### src/sv/refcounted_page_packet_allocator_core_assert.svh
// ----------------------------------------------------------------------------
// Page allocator assertion macros
// Shorthand for the concurrent checks at the end of the allocator top level.
// Each macro expects clk and rst_n in scope.
// ----------------------------------------------------------------------------
`ifndef REFCOUNTED_PAGE_PACKET_ALLOCATOR_CORE_ASSERT_SVH
`define REFCOUNTED_PAGE_PACKET_ALLOCATOR_CORE_ASSERT_SVH

// Condition that must hold at every clock edge out of reset
`define RPPA_ASSERT_ALWAYS(label, cond) \
  label: assert property (@(posedge clk) disable iff (!rst_n) (cond)) \
    else $error("allocator invariant violated");

// Same-cycle implication
`define RPPA_ASSERT_IMPL(label, ante, cons) \
  label: assert property (@(posedge clk) disable iff (!rst_n) (ante) |-> (cons)) \
    else $error("allocator implication violated");

// Next-cycle implication
`define RPPA_ASSERT_NEXT(label, ante, cons) \
  label: assert property (@(posedge clk) disable iff (!rst_n) (ante) |=> (cons)) \
    else $error("allocator sequence violated");

`endif

### src/sv/rppa_pkg.sv
`timescale 1ns / 1ps
// ----------------------------------------------------------------------------
// Page allocator package
// Shared constants, request/status codes and adder opcodes.
// ----------------------------------------------------------------------------
package rppa_pkg;

  // Default sizing
  localparam int MAX_PAGES_DEF    = 16;
  localparam int PAGE_SLOTS_DEF   = 10;
  localparam int HEADER_BYTES_DEF = 4;
  localparam int COUNT_BITS_DEF   = 16;

  // Fixed field widths
  localparam int CFG_W    = 13;
  localparam int MODE_W   = 2;
  localparam int SIZE_W   = 12;
  localparam int PAGE_W   = 4;
  localparam int STATUS_W = 3;
  localparam int OFF_W    = 16;
  localparam int LEN_W    = 12;
  localparam int OCNT_W   = 16;

  // Packet size limits
  localparam int MAX_PKT       = 4096;
  localparam int MAX_PKT_RESET = 256;

  // Request kinds
  typedef enum logic [MODE_W-1:0] {
    MODE_ALLOC   = 2'd0,
    MODE_RETAIN  = 2'd1,
    MODE_RELEASE = 2'd2,
    MODE_UNUSED  = 2'd3
  } mode_t;

  // Result status codes
  typedef enum logic [STATUS_W-1:0] {
    ST_OK       = 3'd0,
    ST_EMPTY    = 3'd1,
    ST_NOPAGE   = 3'd2,
    ST_OVERSIZE = 3'd3,
    ST_SAT      = 3'd4,
    ST_UNDER    = 3'd5
  } status_t;

  // Shared adder operation
  typedef enum logic {
    ALU_ADD = 1'b0,
    ALU_SUB = 1'b1
  } alu_op_t;

endpackage

### src/sv/rppa_alu.sv
`timescale 1ns / 1ps
// ----------------------------------------------------------------------------
// Page allocator shared adder
// One add/subtract unit used for count updates, fill pointer advance and
// the page threshold compare.
// ----------------------------------------------------------------------------
module rppa_alu
  import rppa_pkg::*;
#(
  parameter int W = 17
) (
  input  alu_op_t        op,
  input  logic [W-1:0]   a,
  input  logic [W-1:0]   b,
  output logic [W-1:0]   sum,
  output logic           a_ge_b   // valid for ALU_SUB
);

  logic [W:0] full;
  logic [W-1:0] b_in;

  // Subtract as a + ~b + 1; carry out means no borrow
  assign b_in   = (op == ALU_SUB) ? ~b : b;
  assign full   = {1'b0, a} + {1'b0, b_in} + {{W{1'b0}}, (op == ALU_SUB)};
  assign sum    = full[W-1:0];
  assign a_ge_b = full[W];

endmodule

### src/sv/rppa_refmem.sv
`timescale 1ns / 1ps
// ----------------------------------------------------------------------------
// Page allocator reference count store
// Count memory with registered read, a zero flag per page in flops, and the
// lowest-free-page pick over the opened pages.
// ----------------------------------------------------------------------------
module rppa_refmem
  import rppa_pkg::*;
#(
  parameter int MAX_PAGES  = MAX_PAGES_DEF,
  parameter int COUNT_BITS = COUNT_BITS_DEF,
  localparam int PG_W  = (MAX_PAGES > 1) ? $clog2(MAX_PAGES) : 1,
  localparam int OPN_W = $clog2(MAX_PAGES + 1)
) (
  input  logic                  clk,
  input  logic                  rst_n,
  input  logic [PG_W-1:0]       rd_addr,
  output logic [COUNT_BITS-1:0] rd_cnt,
  input  logic                  wr_en,
  input  logic [PG_W-1:0]       wr_addr,
  input  logic [COUNT_BITS-1:0] wr_data,
  input  logic [OPN_W-1:0]      opened,
  output logic                  pick_found,
  output logic [PG_W-1:0]       pick_idx
);

  logic [COUNT_BITS-1:0] cnt_mem [MAX_PAGES];
  logic [MAX_PAGES-1:0]  zf_r;
  logic [COUNT_BITS-1:0] rd_cnt_r;

  // Count memory: one write, one registered read; a zero-flagged entry reads 0
  always_ff @(posedge clk) begin
    if (wr_en) begin
      cnt_mem[wr_addr] <= wr_data;
    end
    rd_cnt_r <= zf_r[rd_addr] ? '0 : cnt_mem[rd_addr];
  end

  // Zero flags, all set at reset
  always_ff @(posedge clk) begin
    if (!rst_n) begin
      zf_r <= '1;
    end else if (wr_en) begin
      zf_r[wr_addr] <= (wr_data == '0);
    end
  end

  assign rd_cnt = rd_cnt_r;

  // Lowest opened page with a zero count
  always_comb begin
    pick_found = 1'b0;
    pick_idx   = '0;
    for (int i = MAX_PAGES - 1; i >= 0; i--) begin
      if (zf_r[i] && (OPN_W'(i) < opened)) begin
        pick_found = 1'b1;
        pick_idx   = PG_W'(i);
      end
    end
  end

endmodule

### src/sv/refcounted_page_packet_allocator_core.sv
`timescale 1ns / 1ps
// ----------------------------------------------------------------------------
// Reference counted page packet allocator
// Bump allocates packets on the current page, keeps a reference count per
// page and moves to a free or new page when the current one fills up.
//
//  Channel  Dir  Signals                            Payload
//  in       in   in_tvalid/in_tready                tuser mode, tdata size+page
//  out      out  out_tvalid/out_tready              tuser status, tdata result
//  cfg      in   cfg_wr_en/cfg_wr_data              max_packet_size
//
//  One item at a time. Allocate steps through check, count
//  read-modify-write, fill advance, threshold compare and output load;
//  retain/release skip the fill and threshold steps; requests rejected at the
//  check go straight to the output load. The shared adder and the registered count read set these steps.
//  Reset: zero flags cover the count memory, so no clearing pass is needed.
//  A stalled result holds the block in its output stage until taken.
// ----------------------------------------------------------------------------
`include "refcounted_page_packet_allocator_core_assert.svh"

module refcounted_page_packet_allocator_core
  import rppa_pkg::*;
#(
  parameter int MAX_PAGES    = MAX_PAGES_DEF,
  parameter int PAGE_SLOTS   = PAGE_SLOTS_DEF,
  parameter int HEADER_BYTES = HEADER_BYTES_DEF,
  parameter int COUNT_BITS   = COUNT_BITS_DEF
) (
  input  logic             clk,
  input  logic             rst_n,
  // input channel
  input  logic             in_tvalid,
  output logic             in_tready,
  input  logic [1:0]       in_tuser,     // [1:0] mode
  input  logic [15:0]      in_tdata,     // [11:0] req_size, [15:12] page_index
  // result channel
  output logic             out_tvalid,
  input  logic             out_tready,
  output logic [2:0]       out_tuser,    // [2:0] status
  output logic [47:0]      out_tdata,    // [3:0] out_page, [19:4] out_offset,
                                         // [31:20] out_length, [47:32] out_count
  // configuration
  input  logic             cfg_wr_en,
  input  logic [CFG_W-1:0] cfg_wr_data   // max_packet_size
);

  localparam int PG_W   = (MAX_PAGES > 1) ? $clog2(MAX_PAGES) : 1;
  localparam int OPN_W  = $clog2(MAX_PAGES + 1);
  localparam int CMP_W  = (OPN_W > PAGE_W) ? OPN_W : PAGE_W;
  localparam int FILL_W = $clog2(MAX_PKT * PAGE_SLOTS + HEADER_BYTES + 1);
  localparam int AW     = (FILL_W > COUNT_BITS) ? FILL_W : COUNT_BITS;
  localparam int EXT_W  = (AW > OFF_W) ? AW : OFF_W;

  typedef enum logic [2:0] {
    S_IDLE, S_CHECK, S_RMW, S_FILL, S_THR, S_DONE
  } state_t;

  state_t              state_r, state_nxt;
  logic [CFG_W-1:0]    cfg_r;
  logic [MODE_W-1:0]   mode_r, mode_nxt;
  logic [SIZE_W-1:0]   size_r, size_nxt;
  logic [PAGE_W-1:0]   pg_r, pg_nxt;
  logic [FILL_W-1:0]   thr_r, thr_nxt;
  logic [FILL_W-1:0]   fill_r, fill_nxt;
  logic [PG_W-1:0]     cur_r, cur_nxt;
  logic [OPN_W-1:0]    opened_r, opened_nxt;
  logic                pend_r, pend_nxt;
  logic [PG_W-1:0]     tp_r, tp_nxt;
  logic [STATUS_W-1:0] res_st_r, res_st_nxt;
  logic [PAGE_W-1:0]   res_pg_r, res_pg_nxt;
  logic [OFF_W-1:0]    res_off_r, res_off_nxt;
  logic [LEN_W-1:0]    res_len_r, res_len_nxt;
  logic [OCNT_W-1:0]   res_cnt_r, res_cnt_nxt;
  logic                out_tvalid_r, out_tvalid_nxt;
  logic [2:0]          out_tuser_r, out_tuser_nxt;
  logic [47:0]         out_tdata_r, out_tdata_nxt;

  logic [CFG_W-1:0]      mx;
  logic                  in_xfer;
  logic [CMP_W-1:0]      pg_ext;
  logic                  can_open;
  logic [COUNT_BITS-1:0] rd_cnt;
  logic                  wr_en;
  logic [COUNT_BITS-1:0] new_cnt;
  logic                  pick_found;
  logic [PG_W-1:0]       pick_idx;
  alu_op_t               alu_op;
  logic [AW-1:0]         alu_a, alu_b, alu_sum;
  logic                  alu_ge;

  // Effective packet size limit, clamped to 1..MAX_PKT
  always_comb begin
    if (cfg_r == '0) begin
      mx = CFG_W'(1);
    end else if (cfg_r > CFG_W'(MAX_PKT)) begin
      mx = CFG_W'(MAX_PKT);
    end else begin
      mx = cfg_r;
    end
  end

  assign in_tready = (state_r == S_IDLE);
  assign in_xfer   = in_tvalid && in_tready;
  assign pg_ext    = CMP_W'(pg_r);
  assign can_open  = (opened_r < OPN_W'(MAX_PAGES));
  assign new_cnt   = alu_sum[COUNT_BITS-1:0];

  rppa_alu #(.W(AW)) u_alu (
    .op     (alu_op),
    .a      (alu_a),
    .b      (alu_b),
    .sum    (alu_sum),
    .a_ge_b (alu_ge)
  );

  rppa_refmem #(.MAX_PAGES(MAX_PAGES), .COUNT_BITS(COUNT_BITS)) u_refmem (
    .clk        (clk),
    .rst_n      (rst_n),
    .rd_addr    (tp_nxt),
    .rd_cnt     (rd_cnt),
    .wr_en      (wr_en),
    .wr_addr    (tp_r),
    .wr_data    (new_cnt),
    .opened     (opened_r),
    .pick_found (pick_found),
    .pick_idx   (pick_idx)
  );

  // Sequencer
  always_comb begin
    state_nxt      = state_r;
    mode_nxt       = mode_r;
    size_nxt       = size_r;
    pg_nxt         = pg_r;
    thr_nxt        = thr_r;
    fill_nxt       = fill_r;
    cur_nxt        = cur_r;
    opened_nxt     = opened_r;
    pend_nxt       = pend_r;
    tp_nxt         = tp_r;
    res_st_nxt     = res_st_r;
    res_pg_nxt     = res_pg_r;
    res_off_nxt    = res_off_r;
    res_len_nxt    = res_len_r;
    res_cnt_nxt    = res_cnt_r;
    out_tvalid_nxt = out_tvalid_r;
    out_tuser_nxt  = out_tuser_r;
    out_tdata_nxt  = out_tdata_r;
    wr_en          = 1'b0;
    alu_op         = ALU_ADD;
    alu_a          = AW'(rd_cnt);
    alu_b          = AW'(1);

    // output register drains on its own transfer
    if (out_tvalid_r && out_tready) begin
      out_tvalid_nxt = 1'b0;
    end

    case (state_r)
      S_IDLE: begin
        if (in_xfer) begin
          mode_nxt  = in_tuser;
          size_nxt  = in_tdata[11:0];
          pg_nxt    = in_tdata[15:12];
          state_nxt = S_CHECK;
        end
      end

      S_CHECK: begin
        thr_nxt     = FILL_W'(mx) * FILL_W'(PAGE_SLOTS - 1) + FILL_W'(HEADER_BYTES);
        res_pg_nxt  = '0;
        res_off_nxt = '0;
        res_len_nxt = '0;
        res_cnt_nxt = '0;
        state_nxt   = S_DONE;
        case (mode_t'(mode_r))
          MODE_ALLOC: begin
            if (size_r == '0) begin
              res_st_nxt = ST_EMPTY;
            end else if ({1'b0, size_r} > mx) begin
              res_st_nxt = ST_OVERSIZE;
              res_pg_nxt = PAGE_W'(CMP_W'(cur_r));
            end else if (pend_r && pick_found) begin
              cur_nxt   = pick_idx;
              tp_nxt    = pick_idx;
              fill_nxt  = FILL_W'(HEADER_BYTES);
              pend_nxt  = 1'b0;
              state_nxt = S_RMW;
            end else if (pend_r && can_open) begin
              cur_nxt    = opened_r[PG_W-1:0];
              tp_nxt     = opened_r[PG_W-1:0];
              opened_nxt = opened_r + OPN_W'(1);
              fill_nxt   = FILL_W'(HEADER_BYTES);
              pend_nxt   = 1'b0;
              state_nxt  = S_RMW;
            end else if (pend_r) begin
              res_st_nxt = ST_NOPAGE;
              res_pg_nxt = PAGE_W'(CMP_W'(cur_r));
            end else begin
              tp_nxt    = cur_r;
              state_nxt = S_RMW;
            end
          end
          MODE_RETAIN, MODE_RELEASE: begin
            if (pg_ext >= CMP_W'(opened_r)) begin
              res_st_nxt = ST_NOPAGE;
              res_pg_nxt = pg_r;
            end else begin
              tp_nxt    = pg_ext[PG_W-1:0];
              state_nxt = S_RMW;
            end
          end
          default: begin
            res_st_nxt = ST_EMPTY;
          end
        endcase
      end

      // count read-modify-write through the shared adder
      S_RMW: begin
        res_pg_nxt = PAGE_W'(CMP_W'(tp_r));
        state_nxt  = S_DONE;
        if (mode_r == MODE_RELEASE) begin
          alu_op = ALU_SUB;
          if (rd_cnt == '0) begin
            res_st_nxt  = ST_UNDER;
            res_cnt_nxt = '0;
          end else begin
            wr_en       = 1'b1;
            res_st_nxt  = ST_OK;
            res_cnt_nxt = OCNT_W'(EXT_W'(new_cnt));
          end
        end else if (rd_cnt == '1) begin
          res_st_nxt  = ST_SAT;
          res_cnt_nxt = OCNT_W'(EXT_W'(rd_cnt));
        end else begin
          wr_en       = 1'b1;
          res_st_nxt  = ST_OK;
          res_cnt_nxt = OCNT_W'(EXT_W'(new_cnt));
          if (mode_r == MODE_ALLOC) begin
            res_off_nxt = OFF_W'(EXT_W'(fill_r));
            res_len_nxt = size_r;
            state_nxt   = S_FILL;
          end
        end
      end

      // advance fill pointer
      S_FILL: begin
        alu_op    = ALU_ADD;
        alu_a     = AW'(fill_r);
        alu_b     = AW'(size_r);
        fill_nxt  = alu_sum[FILL_W-1:0];
        state_nxt = S_THR;
      end

      // page full: move to a free page, open one, or mark pending
      S_THR: begin
        alu_op    = ALU_SUB;
        alu_a     = AW'(fill_r);
        alu_b     = AW'(thr_r);
        state_nxt = S_DONE;
        if (alu_ge) begin
          if (pick_found) begin
            cur_nxt  = pick_idx;
            fill_nxt = FILL_W'(HEADER_BYTES);
          end else if (can_open) begin
            cur_nxt    = opened_r[PG_W-1:0];
            opened_nxt = opened_r + OPN_W'(1);
            fill_nxt   = FILL_W'(HEADER_BYTES);
          end else begin
            pend_nxt = 1'b1;
          end
        end
      end

      // load the result once the output stage is free
      S_DONE: begin
        if (!out_tvalid_r || out_tready) begin
          out_tvalid_nxt = 1'b1;
          out_tuser_nxt  = res_st_r;
          out_tdata_nxt  = {res_cnt_r, res_len_r, res_off_r, res_pg_r};
          state_nxt      = S_IDLE;
        end
      end

      default: begin
        state_nxt = S_IDLE;
      end
    endcase
  end

  always_ff @(posedge clk) begin
    if (!rst_n) begin
      state_r      <= S_IDLE;
      cfg_r        <= CFG_W'(MAX_PKT_RESET);
      fill_r       <= FILL_W'(HEADER_BYTES);
      cur_r        <= '0;
      opened_r     <= OPN_W'(1);
      pend_r       <= 1'b0;
      out_tvalid_r <= 1'b0;
    end else begin
      state_r      <= state_nxt;
      fill_r       <= fill_nxt;
      cur_r        <= cur_nxt;
      opened_r     <= opened_nxt;
      pend_r       <= pend_nxt;
      out_tvalid_r <= out_tvalid_nxt;
      if (cfg_wr_en) begin
        cfg_r <= cfg_wr_data;
      end
    end
  end

  // Payload registers
  always_ff @(posedge clk) begin
    mode_r      <= mode_nxt;
    size_r      <= size_nxt;
    pg_r        <= pg_nxt;
    thr_r       <= thr_nxt;
    tp_r        <= tp_nxt;
    res_st_r    <= res_st_nxt;
    res_pg_r    <= res_pg_nxt;
    res_off_r   <= res_off_nxt;
    res_len_r   <= res_len_nxt;
    res_cnt_r   <= res_cnt_nxt;
    out_tuser_r <= out_tuser_nxt;
    out_tdata_r <= out_tdata_nxt;
  end

  assign out_tvalid = out_tvalid_r;
  assign out_tuser  = out_tuser_r;
  assign out_tdata  = out_tdata_r;

  // Checks
  `RPPA_ASSERT_ALWAYS(a_opened_range, (opened_r != '0) && (opened_r <= OPN_W'(MAX_PAGES)))
  `RPPA_ASSERT_ALWAYS(a_cur_opened, OPN_W'(cur_r) < opened_r)
  `RPPA_ASSERT_IMPL(a_pend_all_open, pend_r, opened_r == OPN_W'(MAX_PAGES))
  `RPPA_ASSERT_NEXT(a_count_write_done, wr_en, (state_r == S_DONE) || (state_r == S_FILL))

endmodule
### config.mk
export PLATFORM = sky130hd
export DESIGN_NAME = refcounted_page_packet_allocator_core
export DESIGN_NICKNAME = d
export VERILOG_FILES = /design/src/sv/rppa_pkg.sv /design/src/sv/rppa_alu.sv /design/src/sv/rppa_refmem.sv /design/src/sv/refcounted_page_packet_allocator_core.sv
export VERILOG_INCLUDE_DIRS = /design/src /design/src/sv
export SDC_FILE = /design/constraint.sdc
export NUM_CORES = 1
export LEC_CHECK = 0
export BUFFER_PORTS_ARGS = -buffer_cell sky130_fd_sc_hd__buf_2
export CAP_MARGIN = 20
export CORE_MARGIN = 2
export CORE_UTILIZATION = 45
export CTS_CLUSTER_DIAMETER = 200
export DETAILED_ROUTE_END_ITERATION = 7
export GPL_ROUTABILITY_DRIVEN = 0
export PLACE_DENSITY_LB_ADDON = 0.15
export RECOVER_POWER = 50
export SETUP_SLACK_MARGIN = 0.3
export SLEW_MARGIN = 20
export SYNTH_ARGS = -nofsm -noshare
export SYNTH_HDL_FRONTEND = slang
export SYNTH_HIERARCHICAL = 1
export SYNTH_SLANG_ARGS = --single-unit
### constraint.sdc
create_clock -name clk -period 8.5 [get_ports clk]
set_clock_uncertainty 0.05 [all_clocks]
set_input_delay 0.425 -clock clk [delete_from_list [all_inputs] [get_ports clk]]
set_output_delay 0.425 -clock clk [all_outputs]
set_load 0.02 [all_outputs]
==> key figures <==
Placed design
  – Placed cell count: 2029
  – IO buf count: 88
  – DP HPWL: 34500 microns

Global routing
  – Met3 GRT Util: 0.0276
  – First-pass GRT wire length: 78400 microns
  – GRT Util Overall: 0.222
  – GR Util met1: 0.329
  – Vias in the first global route: 12100
  – Antenna violations before repair: 0
  – Layer carrying the most global-route usage: met2
  – Largest net degree at the start of global routing: 67
  – Gr ovfl total: 0
  – M2 GR Usage: 0.344

Die
  – Initial core utilization: 0.454
  – Top-Level Pins: 89
  – Die area: 48400 sq um
  – Die H: 220 microns
  – Num rows: 79
  – Placeable Area: 46300 sq um
  – Die X: 220 microns

Critical path
  – Crit end category: flop
  – Setup crit start kind: flop
  – Crit path arrival time: 6990 ps
  – R2R Path Start: state_r[1]
  – Critical path fanouts, max: 37
  – Path depth of the worst reg2reg path: 16
  – Setup Crit Path Kind: reg -> reg
  – Worst r2r dst: u_refmem/zf_r[8]
  – Critical Path End: u_refmem/zf_r[8]
  – Critical Path RT: 8810 ps
  – Worst R2R Setup Slack: 1820 ps
  – CP Launch Point: state_r[1]

Clock tree
  – Clock sink total: 471
  – TritonCTS clock tree: built
  – Clock buffer count from CTS: 49
  – Clk_lat worst skew: 590 ps
  – Setup Fix Bufs, Post-CTS: 0
  – H-Tree Depth: 2
  – Clock transition at path regs: 60 ps
  – Buffer depth of the longest clock path: 3
  – Root Buffer: clkbuf_16

Layout
  – Register cell area after layout: 13400 sq um
  – Most common cell after layout, fill and taps aside: edfxtp_1
  – Area grow syn2layout: 13.9%
  – Layout cell share with drive strength beyond 1: 0.151
  – Non-Filler Instances: 2140
  – N_diodes: 0
  – Commonest cells after routing, fill and taps aside: edfxtp_1 (392), clkbuf_1 (81), dfxtp_1 (79), ha_1 (67), clkbuf_16 (50)
  – Nets@finish: 1596
  – Multi-input logic area: 7220 sq um
  – Fill cells: 3903

Drt
  – Via count: 12600
  – # DRC: 0
  – Vias/cell: 5.89
  – Remaining antenna violation count: 0
  – Starting DRT DRC Count: 1257
  – 1st-pass router iterations: 7
  – Wire per inst: 25.0 microns
  – Routed Wire Length: 53400 microns

Job
  – Max-Cap Viols: 8

Logic synthesis
  – Syn Inst Count: 1366
  – Syn. warnings: 6
  – Seq/Total Area, Yosys: 0.636
  – FF+latch count, synth: 471
  – Async set-reset flop share out of synthesis: 0
  – Syn Area/Cell: 15.4 sq um
  – Post-synthesis cell type count: 83
  – Top FF cell, synth: edfxtp_1
  – Syn_nets: 1470
  – Post-synth EDFFs: 392
  – Cell Area, Synth: 21000 sq um

STA
  – RSZ-0062 raised after global routing: no
  – Relative slew slack: -0.816
  – Period minus WS final: 6680 ps
  – Slew Limit Fails: 243
  – Final hold viol count: 0
  – Final setup viols: 0
  – Part of the cycle the worst path needs: 0.786
  – Hold Slack: 38.7 ps
  – Setup TNS Final: 0 ps
  – Fmax: 150 MHz
  – Worst slew pin tran: 2720 ps

Power and ir drop
  – Pwr per Cell Area: 257 nW/um^2
  – Lkg Pwr: 8.65 nW
  – IR drop worst, VDD: 240 uV

Status
  – Violated checks: capacitance limit, slew limit
  – Outcome: finished with violations

Hold path
  – Min-Delay Startpoint: cfg_wr_data[0]
  – Hold WC Path Type: in -> reg
layer usage:
layer,routed length (microns),share of wire,vias up
met5,0,0,-
met4,1240,0.023,0
met3,3120,0.058,82
met2,24600,0.46,431
met1,24400,0.46,6419
li1,-,-,5663
flip-flops by register name, indices dropped and copies added (netlist names), 5 cells and up:
name,count
cfg_r,13
size_r,12
u_refmem/zf_r,16
out_tdata,48
u_refmem/cnt_mem,256
res_cnt_r,16
u_refmem/rd_cnt,16
thr_r,16
fill_r,16
opened_r,5
res_off_r,16
res_len_r,12
through the flow:
| stage | cell area (sq um) | total power [mW] | setup WS (ps) | util |
|---|---|---|---|---|
| 2_1_floorplan | 21000 | 3.65 | 3750 | - |
| 3_3_place_gp | 22200 | 4.00 | 3040 | 0.480 |
| 3_5_place_dp | 22200 | 4.02 | 2890 | 0.480 |
| 4_1_cts | 24100 | 6.21 | 2840 | 0.520 |
| 5_1_grt | 23900 | 6.37 | 1380 | 0.517 |
| 6_report | 23900 | 6.15 | 1820 | 0.517 |
Yosys cell counts, types with 22 or more instances:
cell / count / area share
o21a_1: 22 / 0.0079
mux4_2: 49 / 0.053
edfxtp_1: 392 / 0.56
nor2b_1: 36 / 0.011
nand2_1: 48 / 0.0086
a22o_1: 31 / 0.013
a21oi_1: 42 / 0.010
inv_1: 29 / 0.0052
clkbuf_1: 43 / 0.0077
nand3_1: 35 / 0.0083
ha_1: 67 / 0.040
mux4_1: 36 / 0.045
dfxtp_1: 79 / 0.075
xor2_1: 25 / 0.010
and3_1: 36 / 0.011
mux2_2: 24 / 0.013
o21ai_0: 47 / 0.011
mux2i_1: 25 / 0.012
nor2_1: 49 / 0.0088
power breakdown:
group          switching [mW]  leakage (nW)  internal [mW]  total [mW]
Sequential             0.0806          4.28           2.73        2.81
Combinational           0.690          3.56          0.472        1.16
Clock                   0.880         0.802           1.30        2.18
kinds of logic (layout without fill, tap and decap cells):
group                    Yosys count  count (layout)  synth area share
multiplexers                     134             134             0.122
AO/OA/AOI/OAI                    236             236            0.0788
AND/OR/NAND/NOR                  315             315            0.0822
flip-flops                       471             471             0.636
buffers and inverters            101             268            0.0229
other                              1               1          0.000179
XOR/XNOR                          39              39            0.0163
adder cells (fa/ha/maj)           69              69            0.0414
cell type report:
type / instances / area share
Sequential cell: 471 / 0.558
Clock buffer: 73 / 0.0589
Tap cell: 607 / 0.0318
Clock inverter: 19 / 0.0103
Inverter: 29 / 0.00455
Multi-Input combinational cell: 794 / 0.302
Timing Repair Buffer: 147 / 0.0343
worst min-delay path by stage:
stage | end | slack [ps] | cells past startpoint
floorplan | out_tdata[0] | 350 | 0
CTS | cfg_r[0] | 20 | 3
detailed placement | out_tdata[13] | 350 | 0
global placement | out_tdata[25] | 350 | 0
global route | cfg_r[6] | 50 | 3
finish | cfg_r[0] | 40 | 3
worst max-delay path, cell delays in order (launching register included):
cell and delay, ps:
dfxtp_1 300, clkbuf_1 1110, and3b_1 690, or2_1 740, mux2_1 430, mux2i_1 220, fa_1 250, and2b_1 200
o2111ai_1 230, a21boi_1 170, o21ai_1 250, mux2i_1 220, and3_1 660, nor4_1 140, and4_1 430, mux2i_1 240
nand2_1 70
repair_timing:
action                                 CTS  global route
gates resized for setup                  0             0
hold buffers                            19             0
endpoints found under the hold margin   19             0
Power figures use the tool's default switching activity.
